### src/hdl/syr_pkg.sv
// Shared types and constants for the semiplanar YUV to RGB converter.
// Holds the per-stage payload structs and the fixed conversion coefficients.
// No dependencies.
`default_nettype none

package syr_pkg;

  // Pixel format codes
  localparam logic FMT_NV21 = 1'b0;
  localparam logic FMT_P010 = 1'b1;

  // Field widths
  localparam int unsigned WORD_W = 16;
  localparam int unsigned CHAN_W = 8;
  localparam int unsigned LUMA_W = 11;  // offset luma, signed
  localparam int unsigned CHR_W  = 10;  // centered chroma, signed
  localparam int unsigned P8_W   = 18;  // 8-bit mode products
  localparam int unsigned P10_W  = 24;  // 10-bit mode products and sums
  localparam int unsigned PRE_W  = 12;  // channel value before saturation

  // 8-bit mode coefficients, applied then shifted right by 8
  localparam logic signed [P8_W-1:0] C8_RV = 18'sd359;
  localparam logic signed [P8_W-1:0] C8_GU = 18'sd88;
  localparam logic signed [P8_W-1:0] C8_GV = 18'sd183;
  localparam logic signed [P8_W-1:0] C8_BU = 18'sd454;
  localparam int unsigned SH8 = 8;

  // 10-bit mode coefficients, rounding term and total shift (10 then 2)
  localparam logic signed [P10_W-1:0] C10_Y   = 24'sd1192;
  localparam logic signed [P10_W-1:0] C10_RV  = 24'sd1836;
  localparam logic signed [P10_W-1:0] C10_GU  = 24'sd218;
  localparam logic signed [P10_W-1:0] C10_GV  = 24'sd547;
  localparam logic signed [P10_W-1:0] C10_BU  = 24'sd2163;
  localparam logic signed [P10_W-1:0] C10_RND = 24'sd512;
  localparam int unsigned SH10 = 12;

  // Luma offset in 10-bit mode
  localparam logic signed [LUMA_W-1:0] LUMA_OFS10 = 11'sd64;

  // Stage 1: decoded samples
  typedef struct packed {
    logic                     fmt;
    logic signed [LUMA_W-1:0] luma;
    logic signed [CHR_W-1:0]  cu;
    logic signed [CHR_W-1:0]  cv;
  } syr_dec_t;

  // Stage 2: products for both modes
  typedef struct packed {
    logic                     fmt;
    logic signed [LUMA_W-1:0] luma;
    logic signed [P8_W-1:0]   p8_rv;
    logic signed [P8_W-1:0]   p8_gu;
    logic signed [P8_W-1:0]   p8_gv;
    logic signed [P8_W-1:0]   p8_bu;
    logic signed [P10_W-1:0]  p10_y;
    logic signed [P10_W-1:0]  p10_rv;
    logic signed [P10_W-1:0]  p10_gu;
    logic signed [P10_W-1:0]  p10_gv;
    logic signed [P10_W-1:0]  p10_bu;
  } syr_prod_t;

  // Stage 3: channel values before saturation
  typedef struct packed {
    logic signed [PRE_W-1:0] red;
    logic signed [PRE_W-1:0] green;
    logic signed [PRE_W-1:0] blue;
  } syr_pre_t;

endpackage

`default_nettype wire

### src/hdl/syr_datapath.sv
// Three-stage conversion datapath: decode, multiply, sum and shift.
// Depends on syr_pkg for payload structs and coefficients.
`default_nettype none

module syr_datapath
  import syr_pkg::*;
(
  input  wire logic              clk,
  input  wire logic              rst_n,
  input  wire logic              fmt,
  input  wire logic              in_valid,
  output logic                   in_ready,
  input  wire logic [WORD_W-1:0] luma_word,
  input  wire logic [WORD_W-1:0] chroma_first_word,
  input  wire logic [WORD_W-1:0] chroma_second_word,
  output logic                   pre_valid,
  input  wire logic              pre_ready,
  output syr_pre_t               pre
);

  logic      s1_valid_r, s2_valid_r, s3_valid_r;
  logic      s1_ready, s2_ready, s3_ready;
  syr_dec_t  s1_r, s1_nxt;
  syr_prod_t s2_r, s2_nxt;
  syr_pre_t  s3_r, s3_nxt;

  logic signed [P10_W-1:0] sum10_r, sum10_g, sum10_b;
  logic signed [P8_W-1:0]  sum8_g;

  // A stage takes new data when it is empty or its content moves on
  assign s3_ready = !s3_valid_r || pre_ready;
  assign s2_ready = !s2_valid_r || s3_ready;
  assign s1_ready = !s1_valid_r || s2_ready;
  assign in_ready = s1_ready;

  // Decode: pick bits by mode, flip the chroma MSB to center it
  always_comb begin
    s1_nxt.fmt = fmt;
    if (fmt == FMT_P010) begin
      s1_nxt.luma = $signed({1'b0, luma_word[15:6]}) - LUMA_OFS10;
      s1_nxt.cu   = $signed({~chroma_first_word[15], chroma_first_word[14:6]});
      s1_nxt.cv   = $signed({~chroma_second_word[15], chroma_second_word[14:6]});
    end else begin
      s1_nxt.luma = $signed({3'b000, luma_word[7:0]});
      s1_nxt.cv   = CHR_W'($signed({~chroma_first_word[7], chroma_first_word[6:0]}));
      s1_nxt.cu   = CHR_W'($signed({~chroma_second_word[7], chroma_second_word[6:0]}));
    end
  end

  // Multiply: constant products for both modes
  always_comb begin
    s2_nxt.fmt    = s1_r.fmt;
    s2_nxt.luma   = s1_r.luma;
    s2_nxt.p8_rv  = P8_W'(s1_r.cv) * C8_RV;
    s2_nxt.p8_gu  = P8_W'(s1_r.cu) * C8_GU;
    s2_nxt.p8_gv  = P8_W'(s1_r.cv) * C8_GV;
    s2_nxt.p8_bu  = P8_W'(s1_r.cu) * C8_BU;
    s2_nxt.p10_y  = P10_W'(s1_r.luma) * C10_Y;
    s2_nxt.p10_rv = P10_W'(s1_r.cv) * C10_RV;
    s2_nxt.p10_gu = P10_W'(s1_r.cu) * C10_GU;
    s2_nxt.p10_gv = P10_W'(s1_r.cv) * C10_GV;
    s2_nxt.p10_bu = P10_W'(s1_r.cu) * C10_BU;
  end

  // Sum and shift; arithmetic shifts floor toward minus infinity
  always_comb begin
    sum10_r = s2_r.p10_y + s2_r.p10_rv + C10_RND;
    sum10_g = s2_r.p10_y - s2_r.p10_gu - s2_r.p10_gv + C10_RND;
    sum10_b = s2_r.p10_y + s2_r.p10_bu + C10_RND;
    sum8_g  = s2_r.p8_gu + s2_r.p8_gv;
    if (s2_r.fmt == FMT_P010) begin
      s3_nxt.red   = PRE_W'(sum10_r >>> SH10);
      s3_nxt.green = PRE_W'(sum10_g >>> SH10);
      s3_nxt.blue  = PRE_W'(sum10_b >>> SH10);
    end else begin
      s3_nxt.red   = PRE_W'(s2_r.luma) + PRE_W'(s2_r.p8_rv >>> SH8);
      s3_nxt.green = PRE_W'(s2_r.luma) - PRE_W'(sum8_g >>> SH8);
      s3_nxt.blue  = PRE_W'(s2_r.luma) + PRE_W'(s2_r.p8_bu >>> SH8);
    end
  end

  always_ff @(posedge clk) begin
    if (!rst_n) begin
      s1_valid_r <= 1'b0;
      s2_valid_r <= 1'b0;
      s3_valid_r <= 1'b0;
    end else begin
      if (s1_ready) s1_valid_r <= in_valid;
      if (s2_ready) s2_valid_r <= s1_valid_r;
      if (s3_ready) s3_valid_r <= s2_valid_r;
    end
  end

  always_ff @(posedge clk) begin
    if (s1_ready) s1_r <= s1_nxt;
    if (s2_ready) s2_r <= s2_nxt;
    if (s3_ready) s3_r <= s3_nxt;
  end

  assign pre_valid = s3_valid_r;
  assign pre       = s3_r;

endmodule

`default_nettype wire

### src/hdl/semiplanar_yuv_to_rgb_core.sv
// Top level of the semiplanar YUV to RGB converter: config register,
// conversion datapath and saturating output register.
// Depends on syr_pkg and syr_datapath.
//
// Usage:
//   Input stream (in_*): one pixel per transaction, the luma word and the
//   chroma pair shared by its pixel pair. Output stream (out_*): one RGB
//   pixel per transaction, in input order.
//   cfg_wr_en / cfg_wr_data write pixel_format (0 = NV21, 1 = P010); write
//   it only while no transaction is in flight.
//   Pipeline: a result passes through the decode, multiply, sum/shift and
//   saturate/output register stages in turn.
//   Throughput: one pixel per clock while out_tready stays high; every stage
//   is a register with its own valid bit, and the constant multipliers sit in a single stage.
//   Reset (rst_n low, synchronous): clear all valid bits and return
//   pixel_format to NV21.
//   Stall: when out_tready is low, hold the output; the stages behind it
//   keep filling until each holds a pixel, then in_tready drops. Nothing
//   is dropped or repeated.
`default_nettype none

module semiplanar_yuv_to_rgb_core
  import syr_pkg::*;
(
  input  wire logic        clk,
  input  wire logic        rst_n,
  // Configuration
  input  wire logic        cfg_wr_en,
  input  wire logic [0:0]  cfg_wr_data,   // pixel_format
  // Input stream
  input  wire logic        in_tvalid,
  output logic             in_tready,
  input  wire logic [47:0] in_tdata,      // luma_word, chroma_first_word, chroma_second_word
  // Output stream
  output logic             out_tvalid,
  input  wire logic        out_tready,
  output logic [23:0]      out_tdata      // red, green, blue
);

  logic     fmt_r;
  logic     pre_valid, pre_ready;
  syr_pre_t pre;

  logic              out_valid_r;
  logic [CHAN_W-1:0] red_r, green_r, blue_r;
  logic [CHAN_W-1:0] red_nxt, green_nxt, blue_nxt;

  // Clamp a signed channel value to 0..255
  function automatic logic [CHAN_W-1:0] sat8(input logic signed [PRE_W-1:0] x);
    logic [CHAN_W-1:0] res;
    priority if (x < 0)                       res = '0;
    else if (x > $signed(PRE_W'(8'hFF)))      res = '1;
    else                                      res = x[CHAN_W-1:0];
    return res;
  endfunction

  // Keep only bit 0 of a format write
  always_ff @(posedge clk) begin
    if (!rst_n) begin
      fmt_r <= FMT_NV21;
    end else if (cfg_wr_en) begin
      fmt_r <= cfg_wr_data[0];
    end
  end

  syr_datapath u_datapath (
    .clk                (clk),
    .rst_n              (rst_n),
    .fmt                (fmt_r),
    .in_valid           (in_tvalid),
    .in_ready           (in_tready),
    .luma_word          (in_tdata[15:0]),
    .chroma_first_word  (in_tdata[31:16]),
    .chroma_second_word (in_tdata[47:32]),
    .pre_valid          (pre_valid),
    .pre_ready          (pre_ready),
    .pre                (pre)
  );

  // Output register frees up when empty or when its transaction completes
  assign pre_ready = !out_valid_r || out_tready;

  always_comb begin
    red_nxt   = sat8(pre.red);
    green_nxt = sat8(pre.green);
    blue_nxt  = sat8(pre.blue);
  end

  always_ff @(posedge clk) begin
    if (!rst_n) begin
      out_valid_r <= 1'b0;
    end else if (pre_ready) begin
      out_valid_r <= pre_valid;
    end
  end

  always_ff @(posedge clk) begin
    if (pre_ready) begin
      red_r   <= red_nxt;
      green_r <= green_nxt;
      blue_r  <= blue_nxt;
    end
  end

  assign out_tvalid = out_valid_r;
  assign out_tdata  = {blue_r, green_r, red_r};

endmodule

`default_nettype wire

### config.mk
export PLATFORM = sky130hd
export DESIGN_NAME = semiplanar_yuv_to_rgb_core
export DESIGN_NICKNAME = d
export VERILOG_FILES = /design/src/hdl/syr_pkg.sv /design/src/hdl/syr_datapath.sv /design/src/hdl/semiplanar_yuv_to_rgb_core.sv
export SDC_FILE = /design/constraint.sdc
export NUM_CORES = 1
export LEC_CHECK = 0
export BUFFER_PORTS_ARGS = -buffer_cell sky130_fd_sc_hd__buf_2
export CORE_MARGIN = 4
export CORE_UTILIZATION = 52
export CTS_CLUSTER_DIAMETER = 50
export CTS_CLUSTER_SIZE = 24
export DETAILED_ROUTE_END_ITERATION = 10
export HOLD_SLACK_MARGIN = 0.1
export PLACE_DENSITY = 0.68
export SETUP_SLACK_MARGIN = 0.3
export SYNTH_ARGS = -nofsm -noshare
export SYNTH_HDL_FRONTEND = slang
export SYNTH_HIERARCHICAL = 1
export SYNTH_SLANG_ARGS = --single-unit
### constraint.sdc
create_clock -name clk -period 12 [get_ports clk]
set_input_delay 3.6 -clock clk [delete_from_list [all_inputs] [get_ports clk]]
set_output_delay 3.6 -clock clk [all_outputs]
set_load 0.02 [all_outputs]
==> impl_metrics.tcl, run 1 <==
set metrics [dict create \
    timing.critical_path.to_type "primary output" \
    synth_sequential_area_ratio_pct 27.8 \
    synth-edff-count 247 \
    maxCapViolCount 0 \
    timing.critical_path.required_ns 8.40 \
    route.detailed.wl_per_inst_um 18.1 \
    crit_path_start_kind "input pin" \
    layout.cells.most_common "ha_1" \
    synthesis.yosys.warnings 6 \
    synthDominantAreaCellType "edfxtp_1" \
    routabilityCongestion 0.946 \
    synth_fp_nets 3318 \
    drt_wl_total_um 60000 \
    cts_made_buffers 31 \
    largest_net_degree_at_the_start_of_global_routing 59 \
    die_w_um 236 \
    placeableCoreArea_um2 51400 \
    drt_drc_violations_left 0 \
    grt_overflow 0 \
    clock_transition_at_the_registers_of_the_reported_paths_ns 0.07 \
    timing.final.crit_period_ns 8.39 \
    worst-slew-pin-transition_ns 0.963 \
    detailroute.via_count 17900 \
    first_global_vias 18600 \
    postSynthAreaPerCell_um2 10.8 \
    max_clock_buf_depth 3 \
    io-pin-count 80 \
    report.final.setup_viol 0 \
    total_grt_usage_pct 21.8 \
    layout-area-overhead-vs-synth_pct 8.93 \
    synthesized_instance_count 2505 \
    worst_path_dominant_cell_family "simple AND/OR/NAND/NOR gates" \
    worstPathCellList "buf_2 -> nand2b_4 -> nor2b_1 -> nand3_2 -> buf_2" \
    root_buffer "clkbuf_16" \
    timing.slew.headroom_pct 35.7 \
    crit_path_top_delay_cell "nor2b_1" \
    synth.distinct_cells 81 \
    timing.critical_path.buf_inv 2 \
    clock_tree_from_tritoncts "yes" \
    layout_common_cells "ha_1, inv_1, edfxtp_1" \
    ant_nets 0 \
    core.rowCount 83 \
    final_net_count 3420 \
    grt_first_pass_wirelength_um 97300 \
    synth.cell_area_um2 27000 \
    cp_max_fo 26 \
    n_antenna_cell 0 \
    clkLatencyLatePin_ns 0.59 \
    hpwl_um 49400 \
    antenna_violations_before_repair 1 \
    yosys-top-cells-area "edfxtp_1, ha_1, fa_1, inv_1, xnor2_1" \
    timing.final.max_slew_violations 0 \
    drive_gt1_share_pct 7.79 \
    post-route-period-util_pct 69.9 \
    dr.max_layer_used "met4" \
    regToRegSetupSlack_ns 6.21 \
    clkSinkCount 252 \
    critPathMostFrequentCell "buf_2" \
    hp-class "reg2reg" \
    fillers 4304 \
    top_cell_type_s_share_of_synthesized_area_pct 27.4 \
    port_buffers 79 \
    die_area_um2 55700 \
    postSynth.asyncResetShare_pct 0 \
    critPathArrivalTime_ns 4.79 \
    finalHoldViolations 0 \
    start_util_pct 52.6 \
    met3WireLength_um 3110 \
    synth_top_flop_cell "edfxtp_1" \
    critical-path-max-stage-delay_ns 0.47 \
    post_cts.resized_instances 0 \
    dr_wl_met2_um 28000 \
    fin_skew_ns 0.0180 \
    drt-pass1-iter-count 5 \
    synth-seq-cells 252 \
    rsz0062_at_grt "false" \
    critical_path_class "in2out" \
    h-tree-depth 1 \
    fin_tns_setup_ns 0 \
    met1_length_um 27200 \
    vias_per_cell 5.41 \
    post_cts_buffers 0 \
    count_of_hold_buffers_inserted_by_post_cts_repair 0 \
    die_h_um 236 \
    max_clk_rate_mhz 119 \
    detailedRoute.firstIterationViolations 935 \
    status "finished, final reports clean" \
]
flip-flops by register name (all words and copies together) (netlist names):
signal and count:
blue_r 8, u_datapath/s1_r 32, u_datapath/pre 36, u_datapath/s2_valid_r 1, u_datapath/s1_valid_r 1, out_tvalid 1, green_r 8, u_datapath/s2_r 155
u_datapath/pre_valid 1, fmt_r 1, red_r 8
kinds of logic (layout without fill, tap and decap cells):
kind of cell	count (synthesis)	count (layout)	synth area share, %
adder cells (fa/ha/maj)	759	759	41.2
buffers and inverters	498	625	6.98
AO/OA/AOI/OAI	403	403	9.69
AND/OR/NAND/NOR	355	355	6.33
flip-flops	252	252	27.8
XOR/XNOR	202	202	6.54
multiplexers	36	36	1.45
layer usage:
layer / vias to the layer above / track usage [%]
met4: 0 / 5.61
met1: 8702 / 30.1
li1: 8763 / -
met5: - / 0
met2: 381 / 36.2
met3: 85 / 3.26
Yosys cell counts, drive strengths merged, types with 4 or more instances:
| cell type | instances |
|---|---|
| ha | 539 |
| inv | 477 |
| edfxtp | 247 |
| fa | 220 |
| a21oi | 146 |
| xnor2 | 142 |
| nor2 | 130 |
| o21ai | 80 |
| nand2 | 73 |
| xor2 | 60 |
| a21o | 42 |
| nor3 | 30 |
| mux2 | 26 |
| nor2b | 25 |
| nand3 | 22 |
| o21bai | 20 |
| clkbuf | 16 |
| o21a | 16 |
| a31oi | 15 |
| nand2b | 14 |
| o211ai | 14 |
| a21boi | 10 |
| and3 | 10 |
| mux2i | 10 |
| or3 | 10 |
| a211oi | 9 |
| and2 | 8 |
| a211o | 6 |
| nand4 | 6 |
| a2111oi | 5 |
| dfxtp | 5 |
| nor4 | 5 |
| or2 | 5 |
| a311oi | 4 |
| a41o | 4 |
| a41oi | 4 |
| buf | 4 |
| nor3b | 4 |
| o31ai | 4 |
final timing paths:
| path | cells after the start | startpoint | end |
|---|---|---|---|
| setup / recovery | 5 | out_tready | in_tready |
| setup reg to reg | 21 | u_datapath/s1_r[2]$_DFFE_PP_ | u_datapath/s2_r[93]$_DFFE_PP_ |
| hold / removal | 0 | u_datapath/s1_r[31]$_DFFE_PP_ | u_datapath/s2_r[203]$_DFFE_PP_ |
| hold reg to reg | 0 | u_datapath/s1_r[31]$_DFFE_PP_ | u_datapath/s2_r[203]$_DFFE_PP_ |
metrics by stage:
step	worst slack, ns	util [%]	std cells	hold slack [ns]	area, um^2
6_report	3.61	57.3	3312	0.430	29500
5_1_grt	3.53	57.3	3312	0.441	29500
4_1_cts	3.57	57.3	3312	0.435	29500
3_5_place_dp	3.58	55.0	3254	0.417	28300
3_3_place_gp	3.62	55.0	3254	0.408	28300
2_1_floorplan	3.32	-	2505	0.400	27000
final cells by class:
| cell class | count | area (um^2) | area share, % |
|---|---|---|---|
| repair buffers | 89 | 470 | 1.60 |
| flip-flops and latches | 252 | 7520 | 25.5 |
| multi-input cells | 1755 | 17700 | 59.9 |
| clock inverters | 25 | 390 | 1.32 |
| inverters | 478 | 1790 | 6.09 |
| clock buffers | 33 | 783 | 2.66 |
| well taps | 680 | 851 | 2.89 |
Power of run 1 is not shown: default switching activity piles up to over one toggle a cycle in this logic, so the estimate is an artifact.
==> inputs of run 2 (changes only) <==
Settings changed: PLACE_DENSITY 0.68 to 0.71.
Clock period 12 ns to 7.4 ns, I/O delays scaled along.
==> run 2 against run 1 <==
Net effect: die area is the same; utilization grew 0.21 points; clock-buffer cell count grew 5; largest cell class unchanged; sequential share of layout area shrank 0.095 points; critical endpoint unchanged.
==> impl_metrics.tcl, run 2 (same netlist as run 1, synthesis figures left out) <==
set metrics [dict create \
    registers.top_by_ff_count "u_datapath/s2_r" \
    layout.cells.most_common "ha_1" \
    clkSinkCount 252 \
    critPathArrivalTime_ns 3.74 \
    rsz0062_at_grt "false" \
    timing.slew.headroom_pct 35.4 \
    crit_path_top_delay_cell "nor2b_1" \
    first_global_vias 18500 \
    detailedRoute.firstIterationViolations 1064 \
    critical_path_class "in2out" \
    final-seq-area_um2 7520 \
    grt_first_pass_wirelength_um 99000 \
    worst-slew-pin-transition_ns 0.969 \
    critPathMostFrequentCell "buf_2" \
    report.final.setup_viol 0 \
    fillers 4367 \
    clkLatencyLatePin_ns 0.56 \
    fin_skew_ns 0.0245 \
    timing.critical_path.to_type "primary output" \
    drive_gt1_share_pct 8.03 \
    placeableCoreArea_um2 51400 \
    detailroute.via_count 17900 \
    clock_tree_from_tritoncts "yes" \
    die_h_um 236 \
    status "finished, final reports clean" \
    final_net_count 3425 \
    critical-path-max-stage-delay_ns 0.46 \
    die_w_um 236 \
    post_cts.resized_instances 0 \
    finalHoldViolations 0 \
    worstPathCellList "buf_2 -> nand2b_4 -> nor2b_1 -> nand3_2 -> buf_4 -> buf_2" \
    r2r_start "u_datapath/s1_r[2]$_DFFE_PP_" \
    timing.final.crit_period_ns 5.96 \
    critical_path.startpoint "out_tready" \
    maxCapViolCount 0 \
    route.detailed.wl_per_inst_um 18.5 \
    crit_path_start_kind "input pin" \
    routabilityCongestion 0.932 \
    multiInputGateArea_um2 17700 \
    largest_register_ffs 155 \
    port_buffers 79 \
    timing.final.max_slew_violations 0 \
    clock_transition_at_the_registers_of_the_reported_paths_ns 0.06 \
    timing.critical_path.buf_inv 3 \
    post_cts_buffers 0 \
    hpwl_um 50300 \
    cts_made_buffers 36 \
    io-pin-count 80 \
    fin_tns_setup_ns 0 \
    total_grt_usage_pct 22.5 \
    ant_nets 0 \
    max_clk_rate_mhz 168 \
    n_antenna_cell 0 \
    holdCritStartpoint "u_datapath/s1_r[31]$_DFFE_PP_" \
    drt-pass1-iter-count 5 \
    vias_per_cell 5.39 \
    count_of_hold_buffers_inserted_by_post_cts_repair 0 \
    grt_overflow 0 \
    layout-area-overhead-vs-synth_pct 9.33 \
    layout_common_cells "ha_1, inv_1, edfxtp_1" \
    max_clock_buf_depth 3 \
    antenna_violations_before_repair 0 \
    h-tree-depth 2 \
    worst_path_dominant_cell_family "simple AND/OR/NAND/NOR gates" \
    timing.critical_path.required_ns 5.18 \
    cp_max_fo 34 \
    drt_drc_violations_left 0 \
    drt_wl_total_um 61600 \
    root_buffer "clkbuf_16" \
    hp-class "reg2reg" \
    core.rowCount 83 \
    largest_net_degree_at_the_start_of_global_routing 156 \
    post-route-period-util_pct 80.5 \
    die_area_um2 55700 \
    start_util_pct 52.6 \
]
run 2: worst reg2reg max path, stage by stage (launching register included):
cell and delay [ns]:
edfxtp_1 0.76, ha_1 0.43, xor2_1 0.20, ha_1 0.22, or2_2 0.35, fa_1 0.43, fa_1 0.51, inv_1 0.05
fa_1 0.51, inv_1 0.05, ha_1 0.35, a21o_1 0.20, a21oi_1 0.19, o21ai_0 0.17, inv_1 0.10, o21ai_1 0.09
or4_1 0.44, a31o_1 0.24, a21oi_2 0.14, xor2_1 0.07
run 2: through the flow:
| step | utilization, % | cell area (um^2) | setup WS, ns | cells | hold WS (ns) |
|---|---|---|---|---|---|
| floorplan | - | 27000 | 0.777 | 2505 | 0.400 |
| global placement | 55.1 | 28300 | 1.47 | 3254 | 0.409 |
| detailed placement | 55.1 | 28300 | 1.39 | 3254 | 0.411 |
| CTS | 57.5 | 29600 | 1.40 | 3320 | 0.425 |
| global route | 57.5 | 29600 | 1.34 | 3320 | 0.441 |
| finish | 57.5 | 29600 | 1.44 | 3320 | 0.422 |
run 2: routing by layer:
layer,wire (um),global-route usage (%),vias to the layer above
met5,0,0,-
met4,1780,6.66,0
met3,3200,3.62,77
met2,28200,36.8,384
met1,28400,31.0,8643
li1,-,-,8779
run 2: path summary, 6_finish.rpt:
| check | end | cells after the start | slack (ns) |
|---|---|---|---|
| max | in_tready | 6 | 1.44 |
| max reg2reg | u_datapath/s2_r[93]$_DFFE_PP_ | 19 | 1.65 |
| min | u_datapath/s2_r[203]$_DFFE_PP_ | 0 | 0.42 |
| min reg2reg | u_datapath/s2_r[203]$_DFFE_PP_ | 0 | 0.42 |
run 2: cell type report:
class	count	area share, %
clock inverter	28	1.23
inverter	478	6.07
clock buffer	38	3.07
sequential	252	25.4
tap	680	2.88
timing repair buffer	89	1.63
multi-input combinational	1755	59.7
Power of run 2 is left out for the same reason.
==> inputs of run 3 (changes only) <==
Settings changed: ABC_AREA from default to 1, PLACE_DENSITY 0.71 to 0.68.
Clock period 7.4 ns to 6.09 ns, I/O delays scaled along.
==> run 3 against run 2 <==
Net effect: critical path depth grew 9; global-route usage up 2.4 points; first-iteration DRC count increased by 65%; sequential share of layout area fell by 2.9 points; synthesized area increased by 13%; wire length increased by 27%; register-to-register slack got worse by 0.60 ns; non-clock buffer count up 2; clock-buffer cell count up 4; critical path type is now reg2reg; critical endpoint is now u_datapath/s2_r[85]$_DFFE_PP_; highest routed layer unchanged.
==> impl_metrics.tcl, run 3 <==
set metrics [dict create \
    status "finished, final reports clean" \
    root_buffer "clkbuf_16" \
    post_cts_buffers 0 \
    total_grt_usage_pct 24.9 \
    layout.cells.most_common "inv_1" \
    cp_max_fo 13 \
    vias_per_cell 5.28 \
    critical_path.startpoint "u_datapath/s1_r[2]$_DFFE_PP_" \
    drt_wl_total_um 78000 \
    layout.cell_area.non_filler_um2 33300 \
    yosysMostFrequentCell "inv_1" \
    ant_nets 0 \
    clock_transition_at_the_registers_of_the_reported_paths_ns 0.07 \
    rsz0062_at_grt "false" \
    timing.critical_path.to_type "flop" \
    synth_top_flop_cell "edfxtp_1" \
    post-route-period-util_pct 82.8 \
    regToRegSetupSlack_ns 1.05 \
    placeableCoreArea_um2 57900 \
    cts_made_buffers 40 \
    worst-slew-pin-transition_ns 1.02 \
    crit-reg2reg-capture "u_datapath/s2_r[85]$_DFFE_PP_" \
    crit_path_start_kind "flop" \
    report.final.setup_viol 0 \
    postSynth.asyncResetShare_pct 0 \
    port_buffers 79 \
    timing.slew.headroom_pct 31.7 \
    synthesized_instance_count 3541 \
    timing.final.crit_period_ns 5.04 \
    die_w_um 250 \
    core.rowCount 88 \
    clkLatencyLatePin_ns 0.58 \
    route.detailed.wl_per_inst_um 17.5 \
    synth-seq-cells 252 \
    worst_path_dominant_cell_family "adder cells" \
    die_h_um 250 \
    grt_overflow 0 \
    hp-class "reg2reg" \
    fin_tns_setup_ns 0 \
    detailroute.via_count 23500 \
    clock_tree_from_tritoncts "yes" \
    synth.distinct_cells 53 \
    synth_fp_nets 4354 \
    max_clk_rate_mhz 198 \
    synthesis.yosys.warnings 6 \
    worst_r2r_path_depth 15 \
    top_cell_type_s_share_of_synthesized_area_pct 24.3 \
    timing.critical_path.depth 15 \
    clkSinkCount 252 \
    critical-path-max-stage-delay_ns 0.76 \
    maxCapViolCount 0 \
    start_util_pct 52.7 \
    finalHoldWorstSlack_ns 0.457 \
    registers.top_by_ff_count "u_datapath/s2_r" \
    io-pin-count 80 \
    synth-edff-count 247 \
    yosys-top-cells-area "edfxtp_1, ha_1, fa_1, inv_1, nand2_1" \
    h-tree-depth 2 \
    critPathArrivalTime_ns 5.35 \
    first_global_vias 22800 \
    count_of_hold_buffers_inserted_by_post_cts_repair 0 \
    n_antenna_cell 0 \
    drt-pass1-iter-count 5 \
    worstPathCellList "ha_1 -> xor2_1 -> ha_1 -> or2_2 -> fa_1 -> fa_1 -> inv_1 -> fa_1 -> inv_1 -> ha_1 -> a21oi_1 -> o21ai_1 -> o21bai_1 -> or2_1 -> xor2_1" \
    largest_register_ffs 155 \
    drive_gt1_share_pct 6.42 \
    post_cts.resized_instances 0 \
    die_area_um2 62600 \
    timing.critical_path.required_ns 6.40 \
    hpwl_um 65400 \
    routabilityCongestion 0.944 \
    top_cell_types_by_occurrence_after_synthesis "inv_1, nand2_1, ha_1" \
    timing.final.max_slew_violations 0 \
    max_clock_buf_depth 3 \
    crit_path_top_delay_cell "edfxtp_1" \
    cp-endpoint "u_datapath/s2_r[85]$_DFFE_PP_" \
    layout_common_cells "inv_1, nand2_1, ha_1" \
    synthDominantAreaCellType "edfxtp_1" \
    final_net_count 4471 \
    layout-area-overhead-vs-synth_pct 9.22 \
    timing.critical_path.buf_inv 2 \
    drt_drc_violations_left 0 \
    critical_path_class "reg2reg" \
    synth.cell_area_um2 30500 \
    detailedRoute.firstIterationViolations 1757 \
    finalHoldViolations 0 \
    grt_first_pass_wirelength_um 123000 \
    postSynthAreaPerCell_um2 8.62 \
    largest_net_degree_at_the_start_of_global_routing 87 \
    postPlaceCellArea_um2 31900 \
    r2r_start "u_datapath/s1_r[2]$_DFFE_PP_" \
    fin_skew_ns 0.0420 \
    synth_sequential_area_ratio_pct 24.6 \
    antenna_violations_before_repair 0 \
]
## run 3: changes by cell type after synthesis, sizes merged, moves of 46 or more
cell	previous run	this run
nand2	73	676
nor2	130	217
nand3	22	198
inv	477	703
xnor2	142	54
o21ai	80	141
a21oi	146	207
xor2	60	106
## run 3: per-layer routing
metal | global-route usage [%] | up-vias | share of wire (%)
met3 | 4.10 | 125 | 6.3
met2 | 38.6 | 640 | 44
met5 | 0 | - | 0
met1 | 35.9 | 10900 | 47
li1 | - | 11800 | -
met4 | 7.59 | 0 | 3.4
## run 3: how the worst min path moves through the flow
| stage | endpoint | start | cells after the start | slack (ns) |
|---|---|---|---|---|
| after floorplan | u_datapath/s2_r[203]$_DFFE_PP_ | u_datapath/s1_r[31]$_DFFE_PP_ | 0 | 0.40 |
| after global placement | u_datapath/s2_r[203]$_DFFE_PP_ | u_datapath/s1_r[31]$_DFFE_PP_ | 0 | 0.41 |
| after detailed placement | u_datapath/s2_r[203]$_DFFE_PP_ | u_datapath/s1_r[31]$_DFFE_PP_ | 0 | 0.41 |
| after CTS | u_datapath/s2_r[203]$_DFFE_PP_ | u_datapath/s1_r[31]$_DFFE_PP_ | 0 | 0.44 |
| after global routing | u_datapath/s2_r[203]$_DFFE_PP_ | u_datapath/s1_r[31]$_DFFE_PP_ | 0 | 0.46 |
| final | u_datapath/s2_r[203]$_DFFE_PP_ | u_datapath/s1_r[31]$_DFFE_PP_ | 0 | 0.46 |
## run 3: final cells by class
type                            instances  area [um^2]
Clock buffer                           42         1030
Tap cell                              765          957
Fill cell                            5260        24600
Multi-Input combinational cell       2567        20300
Clock inverter                         31          382
Sequential cell                       252         7520
Inverter                              706         2700
Timing Repair Buffer                   91          498
## run 3: logic make-up (layout without fill, tap and decap cells)
group	after synthesis	after routing	share of synthesized area (%)
xor+xnor	160	160	4.62
fa+ha+maj	759	759	36.5
buf+inv	722	870	9.04
flops	252	252	24.6
simple gates	1202	1202	16.7
compound gates	446	446	8.50
## run 3: stage by stage
stage	util, %	setup WS [ns]	cells
floorplan	-	0.475	3541
global placement	55.1	1.20	4381
detailed placement	55.1	1.10	4381
CTS	57.6	1.06	4454
global route	57.6	0.736	4454
finish	57.6	1.05	4454
Power of run 3 is left out for the same reason.
